==> src/hdl/hrhp_pkg.sv <==
// Shared codes, header name strings and helper functions for the response parser.
`default_nettype none
package hrhp_pkg;

	// input command codes
	localparam logic [1:0] CMD_BYTE  = 2'd0;
	localparam logic [1:0] CMD_START = 2'd1;
	localparam logic [1:0] CMD_END   = 2'd2;

	// result kinds
	localparam logic [1:0] KIND_VERDICT = 2'd0;
	localparam logic [1:0] KIND_BODY    = 2'd1;
	localparam logic [1:0] KIND_BROKEN  = 2'd2;

	// verdict codes
	localparam logic [2:0] V_WHOLE      = 3'd0;
	localparam logic [2:0] V_RANGE      = 3'd1;
	localparam logic [2:0] V_HDR_ERR    = 3'd2;
	localparam logic [2:0] V_RANGE_ERR  = 3'd3;
	localparam logic [2:0] V_STATUS_ERR = 3'd4;

	// configuration register indexes
	localparam logic [1:0] REG_ASKED_OFFSET  = 2'd0;
	localparam logic [1:0] REG_KNOWN_TOTAL   = 2'd1;
	localparam logic [1:0] REG_WRITER_ACTIVE = 2'd2;

	// characters
	localparam logic [7:0] CH_NUL   = 8'h00;
	localparam logic [7:0] CH_TAB   = 8'h09;
	localparam logic [7:0] CH_LF    = 8'h0A;
	localparam logic [7:0] CH_CR    = 8'h0D;
	localparam logic [7:0] CH_SP    = 8'h20;
	localparam logic [7:0] CH_DASH  = 8'h2D;
	localparam logic [7:0] CH_SLASH = 8'h2F;
	localparam logic [7:0] CH_LOW_I = 8'h69;

	// strings, right aligned in an 18 character field
	localparam logic [143:0] STR_LENGTH = "content-length:";
	localparam logic [143:0] STR_RANGE  = "content-range:";
	localparam logic [143:0] STR_TE     = "transfer-encoding:";
	localparam logic [143:0] STR_STATUS = "HTTP/1.";
	localparam logic [143:0] STR_BYTES  = "bytes ";
	localparam logic [4:0] LEN_LENGTH = 5'd15;
	localparam logic [4:0] LEN_RANGE  = 5'd14;
	localparam logic [4:0] LEN_TE     = 5'd18;
	localparam logic [4:0] LEN_STATUS = 5'd7;
	localparam logic [4:0] LEN_BYTES  = 5'd6;

	localparam logic [15:0] STATUS_OK      = 16'd200;
	localparam logic [15:0] STATUS_PARTIAL = 16'd206;

	// header fields gathered over the lines of one response
	typedef struct packed {
		logic [31:0] status_value;
		logic        length_valid;
		logic [31:0] length_value;
		logic        range_valid;
		logic [31:0] range_first;
		logic [31:0] range_total;
		logic        chunked_seen;
	} hdr_t;

	// character i of a string of length len
	function automatic logic [7:0] str_char(logic [143:0] s, logic [4:0] len, logic [4:0] i);
		logic [4:0] b;
		b = len - 5'd1 - i;
		return s[{b, 3'b000} +: 8];
	endfunction

	function automatic logic [7:0] to_lower(logic [7:0] c);
		return (c >= 8'h41 && c <= 8'h5A) ? c + 8'h20 : c;
	endfunction

endpackage
`default_nettype wire

==> src/hdl/hrhp_line_walker.sv <==
// Walks one stored header line a character at a time and updates the header fields.
`default_nettype none
module hrhp_line_walker (
	input  wire logic         clk,
	input  wire logic         arst_n,
	input  wire logic         clear,
	input  wire logic         line_start,
	input  wire logic         status_mode,
	input  wire logic         chr_valid,
	input  wire logic [7:0]   chr,
	output hrhp_pkg::hdr_t    hdr
);

	localparam logic [3:0] W_DONE    = 4'd0;
	localparam logic [3:0] W_PREFIX  = 4'd1;
	localparam logic [3:0] W_SKIPNS  = 4'd2;
	localparam logic [3:0] W_SKIPSP  = 4'd3;
	localparam logic [3:0] W_SNUM    = 4'd4;
	localparam logic [3:0] W_NAME    = 4'd5;
	localparam logic [3:0] W_LBL     = 4'd6;
	localparam logic [3:0] W_LNUM    = 4'd7;
	localparam logic [3:0] W_RBL     = 4'd8;
	localparam logic [3:0] W_RBYTES  = 4'd9;
	localparam logic [3:0] W_RFIRST  = 4'd10;
	localparam logic [3:0] W_RLAST   = 4'd11;
	localparam logic [3:0] W_RTOTAL  = 4'd12;
	localparam logic [3:0] W_TBL     = 4'd13;

	logic [3:0]     st_q, st_d, st_eff;
	logic [4:0]     idx_q, idx_d;
	logic [2:0]     alive_q, alive_d, hits;
	logic [31:0]    acc_q, acc_d;
	logic           any_q, any_d;
	logic [31:0]    rlast_q, rlast_d;
	hrhp_pkg::hdr_t hdr_q, hdr_d;

	logic        digit, blank, ovf;
	logic [7:0]  lc;
	logic [35:0] prod;

	assign hdr = hdr_q;

	// character classes and the decimal step acc*10+d
	always_comb begin
		digit = chr >= 8'h30 && chr <= 8'h39;
		blank = chr == hrhp_pkg::CH_SP || chr == hrhp_pkg::CH_TAB;
		lc    = hrhp_pkg::to_lower(chr);
		prod  = {1'b0, acc_q, 3'b000} + {3'b000, acc_q, 1'b0} + {32'd0, chr[3:0] - 4'd0};
		ovf   = prod[35:32] != 4'd0;
		hits[0] = alive_q[0] && idx_q < hrhp_pkg::LEN_LENGTH &&
			lc == hrhp_pkg::str_char(hrhp_pkg::STR_LENGTH, hrhp_pkg::LEN_LENGTH, idx_q);
		hits[1] = alive_q[1] && idx_q < hrhp_pkg::LEN_RANGE &&
			lc == hrhp_pkg::str_char(hrhp_pkg::STR_RANGE, hrhp_pkg::LEN_RANGE, idx_q);
		hits[2] = alive_q[2] && idx_q < hrhp_pkg::LEN_TE &&
			lc == hrhp_pkg::str_char(hrhp_pkg::STR_TE, hrhp_pkg::LEN_TE, idx_q);
	end

	// per character parse step; blank skips fall through to the following state
	always_comb begin
		st_d    = st_q;
		idx_d   = idx_q;
		alive_d = alive_q;
		acc_d   = acc_q;
		any_d   = any_q;
		rlast_d = rlast_q;
		hdr_d   = hdr_q;
		st_eff  = st_q;
		if (st_q == W_SKIPSP && chr != hrhp_pkg::CH_SP)
			st_eff = W_SNUM;
		if (st_q == W_LBL && !blank)
			st_eff = W_LNUM;
		if (st_q == W_RBL && !blank)
			st_eff = W_RBYTES;
		case (st_eff)
			W_PREFIX: begin
				if (chr == hrhp_pkg::str_char(hrhp_pkg::STR_STATUS, hrhp_pkg::LEN_STATUS, idx_q)) begin
					if (idx_q == hrhp_pkg::LEN_STATUS - 5'd1)
						st_d = W_SKIPNS;
					else
						idx_d = idx_q + 5'd1;
				end else begin
					hdr_d.status_value = 32'd0;
					st_d = W_DONE;
				end
			end
			W_SKIPNS: begin
				acc_d = 32'd0;
				any_d = 1'b0;
				if (chr == hrhp_pkg::CH_SP)
					st_d = W_SKIPSP;
				else if (chr == hrhp_pkg::CH_NUL) begin
					hdr_d.status_value = 32'd0;
					st_d = W_DONE;
				end
			end
			// still in a run of blanks: hold the state
			W_SKIPSP, W_LBL, W_RBL: begin
				st_d = st_q;
			end
			W_SNUM: begin
				st_d = W_SNUM;
				if (digit && ovf) begin
					hdr_d.status_value = 32'd0;
					st_d = W_DONE;
				end else if (digit) begin
					acc_d = prod[31:0];
					any_d = 1'b1;
				end else begin
					hdr_d.status_value = acc_q;
					st_d = W_DONE;
				end
			end
			W_NAME: begin
				acc_d = 32'd0;
				any_d = 1'b0;
				if (hits[0] && idx_q == hrhp_pkg::LEN_LENGTH - 5'd1)
					st_d = W_LBL;
				else if (hits[1] && idx_q == hrhp_pkg::LEN_RANGE - 5'd1) begin
					st_d  = W_RBL;
					idx_d = 5'd0;
				end else if (hits[2] && idx_q == hrhp_pkg::LEN_TE - 5'd1)
					st_d = W_TBL;
				else if (hits == 3'b000)
					st_d = W_DONE;
				else begin
					alive_d = hits;
					idx_d   = idx_q + 5'd1;
				end
			end
			W_LNUM: begin
				st_d = W_LNUM;
				if (digit && ovf) begin
					hdr_d.length_valid = 1'b0;
					st_d = W_DONE;
				end else if (digit) begin
					acc_d = prod[31:0];
					any_d = 1'b1;
				end else begin
					hdr_d.length_valid = any_q;
					hdr_d.length_value = acc_q;
					st_d = W_DONE;
				end
			end
			W_RBYTES: begin
				st_d = W_RBYTES;
				if (chr == hrhp_pkg::str_char(hrhp_pkg::STR_BYTES, hrhp_pkg::LEN_BYTES, idx_q)) begin
					if (idx_q == hrhp_pkg::LEN_BYTES - 5'd1)
						st_d = W_RFIRST;
					else
						idx_d = idx_q + 5'd1;
				end else
					st_d = W_DONE;
			end
			W_RFIRST: begin
				if (digit && ovf) begin
					hdr_d.range_valid = 1'b0;
					st_d = W_DONE;
				end else if (digit) begin
					acc_d = prod[31:0];
					any_d = 1'b1;
				end else begin
					hdr_d.range_first = acc_q;
					acc_d = 32'd0;
					any_d = 1'b0;
					if (any_q && chr == hrhp_pkg::CH_DASH)
						st_d = W_RLAST;
					else begin
						hdr_d.range_valid = 1'b0;
						st_d = W_DONE;
					end
				end
			end
			W_RLAST: begin
				if (digit && ovf) begin
					hdr_d.range_valid = 1'b0;
					st_d = W_DONE;
				end else if (digit) begin
					acc_d = prod[31:0];
					any_d = 1'b1;
				end else begin
					rlast_d = acc_q;
					acc_d = 32'd0;
					any_d = 1'b0;
					if (any_q && chr == hrhp_pkg::CH_SLASH)
						st_d = W_RTOTAL;
					else begin
						hdr_d.range_valid = 1'b0;
						st_d = W_DONE;
					end
				end
			end
			W_RTOTAL: begin
				if (digit && ovf) begin
					hdr_d.range_valid = 1'b0;
					st_d = W_DONE;
				end else if (digit) begin
					acc_d = prod[31:0];
					any_d = 1'b1;
				end else begin
					hdr_d.range_total = acc_q;
					hdr_d.range_valid = any_q && rlast_q < acc_q && hdr_q.range_first <= rlast_q;
					st_d = W_DONE;
				end
			end
			W_TBL: begin
				if (!blank) begin
					hdr_d.chunked_seen = lc != hrhp_pkg::CH_LOW_I;
					st_d = W_DONE;
				end
			end
			default: begin
				st_d = W_DONE;
			end
		endcase
	end

	// walker state
	always_ff @(posedge clk or negedge arst_n) begin
		if (!arst_n) begin
			st_q    <= W_DONE;
			idx_q   <= 5'd0;
			alive_q <= 3'b000;
			any_q   <= 1'b0;
			hdr_q   <= '0;
		end else if (clear) begin
			st_q                <= W_DONE;
			hdr_q.status_value  <= 32'd0;
			hdr_q.length_valid  <= 1'b0;
			hdr_q.range_valid   <= 1'b0;
			hdr_q.chunked_seen  <= 1'b0;
		end else if (line_start) begin
			st_q    <= status_mode ? W_PREFIX : W_NAME;
			idx_q   <= 5'd0;
			alive_q <= 3'b111;
			any_q   <= 1'b0;
		end else if (chr_valid) begin
			st_q    <= st_d;
			idx_q   <= idx_d;
			alive_q <= alive_d;
			any_q   <= any_d;
			hdr_q   <= hdr_d;
		end
	end

	// number accumulators
	always_ff @(posedge clk) begin
		if (line_start)
			acc_q <= 32'd0;
		else if (chr_valid) begin
			acc_q   <= acc_d;
			rlast_q <= rlast_d;
		end
	end

endmodule
`default_nettype wire

==> src/hdl/http_response_header_parser_unit.sv <==
// Top level of the response parser: line memory, phase control, verdict and body pass-through.
// Latency: a result is registered and shown on the cycle after its request is accepted.
// Throughput: header and body bytes are taken while no line walk is busy and the output is
// not stalled; a non-blank header line end walks the line memory one entry per cycle.
// Reset: phase idle, all header fields and configuration registers zero; the line
// memory is not cleared and needs no clearing pass.
`default_nettype none
module http_response_header_parser_unit #(
	parameter int LINE_BYTES = 128
) (
	input  wire logic        clk,
	input  wire logic        arst_n,
	input  wire logic        in_valid,
	output logic             in_ready,
	input  wire logic [1:0]  cmd,
	input  wire logic [7:0]  data_byte,
	output logic             out_valid,
	input  wire logic        out_ready,
	output logic [1:0]       kind,
	output logic [2:0]       verdict,
	output logic [31:0]      content_length,
	output logic [7:0]       body_byte,
	output logic             last_byte,
	input  wire logic        cfg_valid,
	output logic             cfg_ready,
	input  wire logic [1:0]  cfg_index,
	input  wire logic [31:0] cfg_data
);

	localparam int DEPTH = LINE_BYTES - 1;
	localparam int AW    = $clog2(DEPTH);
	localparam int CW    = $clog2(LINE_BYTES);
	localparam logic [CW-1:0] FULL = CW'(DEPTH);

	localparam logic [2:0] PH_IDLE   = 3'd0;
	localparam logic [2:0] PH_HEADER = 3'd1;
	localparam logic [2:0] PH_BODY   = 3'd2;
	localparam logic [2:0] PH_DONE   = 3'd3;
	localparam logic [2:0] PH_FAILED = 3'd4;
	localparam logic [2:0] PH_BROKEN = 3'd5;

	logic [7:0]  line_mem [DEPTH];
	logic [7:0]  rdata_s1;
	logic        rv_s1, rlast_s1;

	logic [31:0] asked_offset_q, known_total_q;
	logic        writer_active_q;

	logic [2:0]    phase_q;
	logic [CW-1:0] cnt_q, wcnt_q, ridx_q, trimmed;
	logic          ovf_q, lastcr_q, sls_q, busy_q, idone_q;
	logic [31:0]   rem_q;

	logic        out_valid_q;
	logic [1:0]  kind_q;
	logic [2:0]  verdict_q;
	logic [31:0] cl_q;
	logic [7:0]  body_q;
	logic        last_q;

	logic           acc, is_byte, is_lf, line_start, status_mode, blank_line;
	logic [2:0]     v;
	logic [32:0]    range_sum;
	hrhp_pkg::hdr_t hdr;

	assign cfg_ready      = 1'b1;
	assign in_ready       = !busy_q && (!out_valid_q || out_ready);
	assign out_valid      = out_valid_q;
	assign kind           = kind_q;
	assign verdict        = verdict_q;
	assign content_length = cl_q;
	assign body_byte      = body_q;
	assign last_byte      = last_q;

	// request decode
	always_comb begin
		acc         = in_valid && in_ready;
		is_byte     = acc && cmd == hrhp_pkg::CMD_BYTE;
		is_lf       = is_byte && phase_q == PH_HEADER && data_byte == hrhp_pkg::CH_LF;
		trimmed     = (cnt_q != '0 && lastcr_q) ? cnt_q - CW'(1) : cnt_q;
		blank_line  = is_lf && trimmed == '0 && !ovf_q && sls_q;
		line_start  = is_lf && !blank_line && !ovf_q;
		status_mode = !sls_q;
	end

	// verdict from the gathered header fields
	always_comb begin
		range_sum = {1'b0, hdr.range_first} + {1'b0, hdr.length_value};
		if (hdr.chunked_seen || !hdr.length_valid)
			v = hrhp_pkg::V_HDR_ERR;
		else if (hdr.status_value == 32'(hrhp_pkg::STATUS_PARTIAL)) begin
			if (!hdr.range_valid || hdr.range_first != asked_offset_q ||
				range_sum != {1'b0, hdr.range_total} ||
				(known_total_q != 32'd0 && hdr.range_total != known_total_q) ||
				!writer_active_q)
				v = hrhp_pkg::V_RANGE_ERR;
			else
				v = hrhp_pkg::V_RANGE;
		end else if (hdr.status_value == 32'(hrhp_pkg::STATUS_OK))
			v = hrhp_pkg::V_WHOLE;
		else
			v = hrhp_pkg::V_STATUS_ERR;
	end

	// configuration registers
	always_ff @(posedge clk or negedge arst_n) begin
		if (!arst_n) begin
			asked_offset_q  <= 32'd0;
			known_total_q   <= 32'd0;
			writer_active_q <= 1'b0;
		end else if (cfg_valid) begin
			case (cfg_index)
				hrhp_pkg::REG_ASKED_OFFSET:  asked_offset_q  <= cfg_data;
				hrhp_pkg::REG_KNOWN_TOTAL:   known_total_q   <= cfg_data;
				hrhp_pkg::REG_WRITER_ACTIVE: writer_active_q <= cfg_data[0];
				default: ;
			endcase
		end
	end

	// line memory: write while gathering, read while walking
	always_ff @(posedge clk) begin
		if (is_byte && phase_q == PH_HEADER && !is_lf && cnt_q < FULL)
			line_mem[cnt_q[AW-1:0]] <= data_byte;
		if (busy_q && !idone_q && ridx_q < wcnt_q)
			rdata_s1 <= line_mem[ridx_q[AW-1:0]];
	end

	// walk sequencer: one read per cycle, a terminating zero after the last entry
	always_ff @(posedge clk or negedge arst_n) begin
		if (!arst_n) begin
			busy_q   <= 1'b0;
			idone_q  <= 1'b0;
			ridx_q   <= '0;
			wcnt_q   <= '0;
			rv_s1    <= 1'b0;
			rlast_s1 <= 1'b0;
		end else begin
			rv_s1    <= busy_q && !idone_q;
			rlast_s1 <= ridx_q == wcnt_q;
			if (line_start) begin
				busy_q  <= 1'b1;
				idone_q <= 1'b0;
				ridx_q  <= '0;
				wcnt_q  <= trimmed;
			end else begin
				if (busy_q && !idone_q) begin
					ridx_q <= ridx_q + CW'(1);
					if (ridx_q == wcnt_q)
						idone_q <= 1'b1;
				end
				if (rv_s1 && rlast_s1)
					busy_q <= 1'b0;
			end
		end
	end

	hrhp_line_walker u_walker (
		.clk         (clk),
		.arst_n      (arst_n),
		.clear       (acc && cmd == hrhp_pkg::CMD_START),
		.line_start  (line_start),
		.status_mode (status_mode),
		.chr_valid   (rv_s1),
		.chr         (rlast_s1 ? hrhp_pkg::CH_NUL : rdata_s1),
		.hdr         (hdr)
	);

	// phase, line gathering and body count
	always_ff @(posedge clk or negedge arst_n) begin
		if (!arst_n) begin
			phase_q  <= PH_IDLE;
			cnt_q    <= '0;
			ovf_q    <= 1'b0;
			lastcr_q <= 1'b0;
			sls_q    <= 1'b0;
			rem_q    <= 32'd0;
		end else if (acc) begin
			case (cmd)
				hrhp_pkg::CMD_START: begin
					phase_q  <= PH_HEADER;
					cnt_q    <= '0;
					ovf_q    <= 1'b0;
					lastcr_q <= 1'b0;
					sls_q    <= 1'b0;
				end
				hrhp_pkg::CMD_END: begin
					if (phase_q == PH_HEADER || phase_q == PH_BODY)
						phase_q <= PH_BROKEN;
				end
				hrhp_pkg::CMD_BYTE: begin
					if (phase_q == PH_HEADER) begin
						if (is_lf) begin
							cnt_q    <= '0;
							ovf_q    <= 1'b0;
							lastcr_q <= 1'b0;
							if (line_start)
								sls_q <= 1'b1;
							if (blank_line) begin
								if (v == hrhp_pkg::V_WHOLE || v == hrhp_pkg::V_RANGE) begin
									rem_q   <= hdr.length_value;
									phase_q <= (hdr.length_value == 32'd0) ? PH_DONE : PH_BODY;
								end else
									phase_q <= PH_FAILED;
							end
						end else if (cnt_q < FULL) begin
							cnt_q    <= cnt_q + CW'(1);
							lastcr_q <= data_byte == hrhp_pkg::CH_CR;
						end else
							ovf_q <= 1'b1;
					end else if (phase_q == PH_BODY) begin
						if (rem_q == 32'd0)
							phase_q <= PH_DONE;
						else begin
							rem_q <= rem_q - 32'd1;
							if (rem_q == 32'd1)
								phase_q <= PH_DONE;
						end
					end
				end
				default: ;
			endcase
		end
	end

	// output register
	always_ff @(posedge clk or negedge arst_n) begin
		if (!arst_n)
			out_valid_q <= 1'b0;
		else if (acc && cmd == hrhp_pkg::CMD_END &&
			(phase_q == PH_HEADER || phase_q == PH_BODY))
			out_valid_q <= 1'b1;
		else if (blank_line)
			out_valid_q <= 1'b1;
		else if (is_byte && phase_q == PH_BODY && rem_q != 32'd0)
			out_valid_q <= 1'b1;
		else if (out_ready)
			out_valid_q <= 1'b0;
	end

	// result payload
	always_ff @(posedge clk) begin
		if (acc) begin
			kind_q    <= hrhp_pkg::KIND_BROKEN;
			verdict_q <= hrhp_pkg::V_WHOLE;
			cl_q      <= 32'd0;
			body_q    <= 8'd0;
			last_q    <= 1'b0;
			if (blank_line) begin
				kind_q    <= hrhp_pkg::KIND_VERDICT;
				verdict_q <= v;
				cl_q      <= hdr.length_valid ? hdr.length_value : 32'd0;
			end else if (is_byte && phase_q == PH_BODY) begin
				kind_q <= hrhp_pkg::KIND_BODY;
				body_q <= data_byte;
				last_q <= rem_q == 32'd1;
			end
		end
	end

endmodule
`default_nettype wire
==> config.mk <==
export PLATFORM = sky130hd
export DESIGN_NAME = http_response_header_parser_unit
export DESIGN_NICKNAME = d
export VERILOG_FILES = /design/src/hdl/hrhp_pkg.sv /design/src/hdl/hrhp_line_walker.sv /design/src/hdl/http_response_header_parser_unit.sv
export SDC_FILE = /design/constraint.sdc
export NUM_CORES = 2
export LEC_CHECK = 0
export BUFFER_PORTS_ARGS = -buffer_cell sky130_fd_sc_hd__buf_4
export CAP_MARGIN = 40
export CORE_ASPECT_RATIO = 2
export CORE_UTILIZATION = 30
export DETAILED_ROUTE_END_ITERATION = 6
export GPL_TIMING_DRIVEN = 0
export HOLD_SLACK_MARGIN = 0.05
export PLACE_DENSITY = 0.53
export SLEW_MARGIN = 20
export SYNTH_ARGS = -nofsm -noshare
export SYNTH_HDL_FRONTEND = slang
export SYNTH_SLANG_ARGS = --single-unit
==> constraint.sdc <==
create_clock -name clk -period 11.5 [get_ports clk]
set_clock_uncertainty 0.2 [all_clocks]
set_input_delay 1.15 -clock clk [delete_from_list [all_inputs] [get_ports clk]]
set_output_delay 1.15 -clock clk [all_outputs]
set_load 0.02 [all_outputs]
[Word level (Yosys, flattened, before mapping)]
Memories as Yosys holds them, arrays and structs flattened. A register that Yosys moved wholly into a read port is not among the register bits.
Index checks and enable logic that the tools add are counted.
Word-level totals
  memories: 1
  logic and storage cells: 432
  flip-flop bits (word level): 383
  output and inout port bits: 49
  memory bits (writable): 1016
  input port bits: 49
Memory list
  line_mem: words 127, bits a word 8, read ports 1, clocked after Yosys merged registers in 1, wr ports 1, RTL line http_response_header_parser_unit.sv:42  | logic [7:0] line_mem [DEPTH];
Operators by class
  shift operators: 5
  magnitude comparators: 11
  add/subtract/negate cells: 14
  equality and inequality tests: 99
  reductions and logical operators: 118
  muxes and demuxes: 145
  bitwise logic cells: 5
Operator list (count)
  variable part select 144 x 9 -> 8 bit, first input constant: 5
  two-way mux 32 bit: 21
  two-way mux 131 bit: 2
  one-hot mux 32 bit (3 select lines): 2
  two-way mux 33 bit: 4
  two-way mux 4 bit: 26
  equality test 32 x 8 -> 1 bit, second input constant: 2
  zero test 32 bit: 2
  != test 32 bit: 2
  nonzero test 32 bit: 2
  two-way mux 3 bit: 21
  two-way mux 5 bit: 10
  one-hot mux 4 bit (11 select lines): 1
  two-way mux 7 bit: 6
  logical AND 1 bit: 41
  equality test 8 bit: 5
  two-way mux 1 bit: 39
  adder 35 x 33 -> 36 bit: 1
  adder 36 x 4 -> 36 bit: 1
  adder 32 x 32 -> 33 bit: 1
  != test 33 x 32 -> 1 bit: 1
  equality test 32 x 1 -> 1 bit, second input constant: 1
  less-or-equal comparator 32 bit: 1
  < comparator 32 bit: 1
  other kinds (71): 199

[Longest topological paths before layout]
  depth in word-level cells: 17
  gate-level depth with buffers: 21
  depth with buffers taken out: 17

[Cells and area by module]
From an unflattened synthesis, not the netlist that was laid out.
Second synthesis, totals
  cells, all modules: 4434
  area, all modules: 65356.4 sq um
Modules (own cells, without submodules)
  http_response_header_parser_unit: area an instance 50881.3 sq um, times used 1, cells each 2859, seq. area each 35358.9 sq um
  hrhp_line_walker: area an instance 14475.1 sq um, times used 1, cells each 1575, seq. area each 5205.0 sq um

[Worst setup path before layout]
Ideal clock, no wire load.
  path kind: input -> register
  from: input out_ready
  to: register u_walker.rlast_q[0], enable pin
  slack: 4464 ps
  data required time: 10787 ps
  stages on the path: 9
  arrival time: 6323 ps
  setup time: 513 ps
  path buffers: 0
  cell sequence: nor2b_1 > nor2_1 > nand2_1 > inv_1 > nand3_1 > nor3_1 > nand2_1 > nand2_1 > nor4b_1
On the way
  word-level cells in the longest chain between the ends: 14
Ends and longest elaborated chain
  from (decl): RTL line http_response_header_parser_unit.sv:18  | input wire logic out_ready,
  logical OR 1 bit (*): RTL line http_response_header_parser_unit.sv:67  | assign in_ready = !busy_q && (!out_valid_q || out_ready);
  logical AND 1 bit (*): RTL line http_response_header_parser_unit.sv:67
  named net in_ready: RTL line http_response_header_parser_unit.sv:14  | output logic in_ready,
  logical AND 1 bit (*): RTL line http_response_header_parser_unit.sv:77  | acc = in_valid && in_ready;
  named net acc: RTL line http_response_header_parser_unit.sv:61  | logic acc, is_byte, is_lf, line_start, status_mode, blank_line;
  logical AND 1 bit (*): RTL line http_response_header_parser_unit.sv:78  | is_byte = acc && cmd == hrhp_pkg::CMD_BYTE;
  logical AND 1 bit (*) (2 in a row): RTL line http_response_header_parser_unit.sv:79  | is_lf = is_byte && phase_q == PH_HEADER && data_byte == hrhp_pkg::CH_LF;
  logical AND 1 bit (3 in a row): RTL line http_response_header_parser_unit.sv:81  | blank_line = is_lf && trimmed == '0 && !ovf_q && sls_q;
  zero test 1 bit: RTL line http_response_header_parser_unit.sv:82  | line_start = is_lf && !blank_line && !ovf_q;
  logical AND 1 bit (*) (2 in a row): RTL line http_response_header_parser_unit.sv:82
  NOT 1 bit (no line) (*)
  AND reduction 5 bit (no line) (*)
  to (signal assigned): RTL line hrhp_line_walker.sv:251  | rlast_q <= rlast_d;
  to (decl): RTL line hrhp_line_walker.sv:34  | logic [31:0] rlast_q, rlast_d;
Mark *: on every way through the listed nets, which the timed path passes. The rest lies on a longest branch.
A chain may end at the register's enable or synchronous reset.

[Worst setup path after layout]
  from: register rdata_s1[3] (read register of line_mem)
  to: register u_walker.hdr_q, in the netlist u_walker.hdr[109]
On the way
  word-level cells in the longest chain between the ends: 12
  elaborated cells on any way between the ends: 34
  those cells by class: add/sub: 1; order compare: 2; eq/ne: 11; mux: 9; reduce/logical: 11
Ends and longest elaborated chain
  from (decl): RTL line http_response_header_parser_unit.sv:43  | logic [7:0] rdata_s1;
  two-way mux 8 bit (*): RTL line http_response_header_parser_unit.sv:165  | .chr (rlast_s1 ? hrhp_pkg::CH_NUL : rdata_s1),
  parallel branches: the longest is 11 deep, another holds adder 36 x 4 -> 36 bit
  to (signal assigned): RTL line hrhp_line_walker.sv:241  | hdr_q <= hdr_d;
  to (decl): RTL line hrhp_line_walker.sv:35  | hrhp_pkg::hdr_t hdr_q, hdr_d;
Every way passes the cells marked *. The select of a mux whose other input is x is not followed.

==> results.tsv <==
stage	metric	value	unit
sta	finalHoldViolCount	0	
sta	worst_slew_pin_slew	1047	ps
drt	wirelength	218.7	mm
setup_path	reg2regPathDepth	17	
finish	instances_no_fill	7548	
sta	fin_tns_setup	0	ps
clock_tree	cts-root-buf	clkbuf_16	
clock_tree	post_cts_buffers	0	
power_and_ir_drop	powerDensity	139.3	nW/µm²
placed_design	dp_cells	7263	
sta	finalCriticalPeriod	6794	ps
floorplanning	coreArea	215300	µm²
clock_tree	clock_tree.buffer_depth	4	
clock_tree	cts_tree	done	
drt	wire_per_inst	28.98	µm
synthesis	seq_area_frac_synth	0.6252	
placed_design	dp_slack	4693	ps
setup_path	cpPeakStageDelay	700	ps
setup_path	crit_fanout	10	
synthesis	synth_edf_count	1102	
setup_path	worst_setup_path_end_kind	flop	
floorplanning	start_util	0.3014	
setup_path	timing.rr.end	u_walker.hdr[109]	
setup_path	critPathRequiredTime	11980	ps
clock_tree	clk_latency	800	ps
run_status	violations	design-rule violations	
floorplanning	io_pins	98	
drt	antenna_left	0	
run	maxCapViolCount	0	
global_route	grtUsageTotal	0.1990	
sta	setup_violations	0	
finish	nNetsFinal	4895	
finish	num-fill-cells	20792	
drt	dr.pass1.iters	7	
setup_path	critPathLaunchType	flop	
global_route	antenna_found_initial	3	
power_and_ir_drop	fin_total_pwr	0.01042	W
floorplanning	chipHeight	659.7	µm
finish	regArea	40560	µm²
clock_tree	htree_levels	4	
power_and_ir_drop	ir_drop	0.1181	mV
synthesis	ys_ff_latch	1407	
global_route	grt_pass1_vias	42328	
clock_tree	cts_sinks	1407	
power_and_ir_drop	power.leakage	27.52	nW
sta	fmax	147.2	MHz
finish	multiInputGateArea	23010	µm²
setup_path	rrSetupSlack	4710	ps
sta	setup_slack	4706	ps
synthesis	syn_nets	4547	
finish	area_growth	15.33	%
synthesis	yosysTopAreaCellShare	0.5100	
synthesis	yosys.area.top_type	edfxtp_1	
drt	via_count	40001	
worst_hold_path	hp-start	u_walker.hdr[130]	
placed_design	dpl.hpwl	167.4	mm
sta	relSlewSlack	0.2959	
worst_hold_path	holdPathEnd	u_walker.hdr[130]	
setup_path	r2r_start	rdata_s1[3]	
drt	drcViolationCount	3	
synthesis	avgSynthCellArea	15.07	µm²
floorplanning	die_x	330.8	µm
synthesis	ys_top_cells_by_area	edfxtp_1, mux4_2, dfrtp_1	
setup_path	slowest_stage	fa_1	
placed_design	finalWeightedCongestion	0.9695	
synthesis	yosysWarnings	0	
clock_tree	cts_buffers	142	
drt	drtIter0Drc	2785	
drt	vias_per_cell	5.300	
global_route	grt_overflow	0	
worst_hold_path	hp-class	flop to flop	
synthesis	synth_flop_cell	edfxtp_1	
floorplanning	dieArea	218200	µm²
global_route	grt_pass1_wl	307.2	mm
setup_path	cp_cell_sequence	nand2b_1, clkinv_1, fa_1, inv_1, fa_1, nand2b_1, a21o_1, a21oi_1, a221oi_2, nor3_1, a2111oi_2, xnor2_1, nor3_2, o21ai_0, a21oi_1, clkbuf_1, a22o_1	
finish	layout-drive-gt1-share	0.2073	
synthesis	ys_types	92	
clock_tree	path_clk_slew	60	ps
floorplanning	rows	241	
sta	rsz0062_at_grt	false	
sta	slew_viol_final	0	
synthesis	async_flop_share	0.1940	
setup_path	arrival	7270	ps
setup_path	path_class	flop to flop	
worst_hold_path	min_path_cells	1	
placed_design	portBuffers	95	
global_route	grt_max_degree	100	
sta	period_share	0.5908	
synthesis	synthCells	4305	
synthesis	synth_area	64880	µm²
run_status	outcome	finished with violations	
cells by family (layout without fill, tap and decap cells):
| logic type | count (synthesis) | count (layout) | share of synthesized area |
|---|---|---|---|
| DFF | 1407 | 1407 | 0.6252 |
| buffers and inverters | 340 | 786 | 0.02054 |
| other | 1 | 4 | 0.00005780 |
| adders and majority gates | 193 | 193 | 0.03757 |
| and+or+nand+nor | 983 | 983 | 0.07484 |
| AOI/OAI and AO/OA | 639 | 639 | 0.06611 |
| muxes | 555 | 555 | 0.1501 |
| xor gates and xnor gates | 187 | 187 | 0.02557 |
synthesized netlist by cell type (36+ instances only):
library cell / number
a21o_1: 50
a21oi_1: 170
and2_1: 49
buf_1: 39
buf_2: 36
clkbuf_1: 138
dfrtp_1: 273
edfxtp_1: 1102
ha_1: 190
inv_1: 121
mux2_2: 174
mux2i_1: 64
mux4_2: 317
nand2_1: 195
nand3_1: 57
nand4_1: 71
nor2_1: 310
nor2b_1: 46
nor3_1: 70
nor4_1: 53
o21ai_0: 112
xnor2_1: 134
xor2_1: 51
layer usage:
metal | track usage | wire length [µm] | up-vias
met1 | 0.1772 | 66940 | 20641
met5 | 0 | 17 | -
met4 | 0.1659 | 20980 | 2
li1 | - | - | 17511
met3 | 0.02195 | 7261 | 599
met2 | 0.3890 | 123500 | 1248
critical path: cells and delay by family (launching register included):
kind	cells	cell delay, ps
xor+xnor	1	240
compound gates	7	1700
fa+ha+maj	2	1110
simple gates	4	1810
flops	1	510
buf+inv	3	1130
cells in the final DEF, fill, tap and decap left out, types with 35 or more instances in the layout:
cell type  Yosys  routed
edfxtp_1    1102    1102
mux4_2       317     317
nor2_1       310     310
dfrtp_1      273     273
nand2_1      195     195
ha_1         190     190
mux2_2       174     174
a21oi_1      170     170
clkbuf_1     138     158
clkbuf_16      0     147
buf_4          3     136
xnor2_1      134     134
inv_1        121     120
o21ai_0      112     112
nand4_1       71      71
nor3_1        70      70
mux2i_1       64      64
buf_2         36      57
nand3_1       57      57
nor4_1        53      51
xor2_1        51      51
a21o_1        50      50
and2_1        49      49
nor2b_1       46      46
buf_6          0      35
worst max path at each step:
stage,startpoint,cells past startpoint,slack (ps),end
2_1_floorplan,out_ready,9,4460,u_walker.rlast_q[0]
3_5_place_dp,rdata_s1[3],17,4690,u_walker.hdr[109]
6_report,rdata_s1[3],17,4710,u_walker.hdr[109]
5_1_grt,rlast_s1,19,4370,u_walker.hdr[107]
4_1_cts,rdata_s1[3],17,4660,u_walker.hdr[109]
3_3_place_gp,out_ready,10,680,u_walker.rlast_q[24]
flip-flops by register name (all words and copies together) (netlist names), 4 cells and up:
signal	cells
asked_offset_q	32
body_byte	8
cnt_q	7
content_length	32
known_total_q	32
line_mem	1016
rdata_s1	8
rem_q	32
ridx_q	7
u_walker.acc_q	32
u_walker.hdr	131
u_walker.idx_q	5
u_walker.rlast_q	32
u_walker.st_q	4
wcnt_q	7
metrics by stage:
step	hold WS (ps)	util	cell area [µm²]
6_report	294.6	0.3476	74830
3_3_place_gp	267.5	0.3209	69090
5_1_grt	319.3	0.3475	74830
2_1_floorplan	249.8	-	64880
3_5_place_dp	276.1	0.3255	70080
4_1_cts	288.6	0.3461	74520
report_power, final:
| part | internal (W) | leakage [nW] | total, W | switching [W] |
|---|---|---|---|---|
| clock | 0.00258 | 2.14 | 0.00459 | 0.00201 |
| combinational | 0.0000893 | 11.7 | 0.000248 | 0.000158 |
| sequential | 0.00552 | 13.6 | 0.00558 | 0.0000581 |
final cells by class:
type	count	share of cell area
antenna	3	0.0001003
clock buffer	181	0.05113
buffer	216	0.01197
multi-input combinational	2558	0.3075
tap	2794	0.04672
sequential	1407	0.5421
timing repair buffer	204	0.02622
clock inverter	61	0.008026
inverter	124	0.006254
what timing repair did:
item                                   4_1_cts  5_1_grt
gates resized for setup                      0        0
hold buffers                                 1        0
endpoints found under the hold margin        8        0
Note: power is estimated with default switching activity, not from simulation.
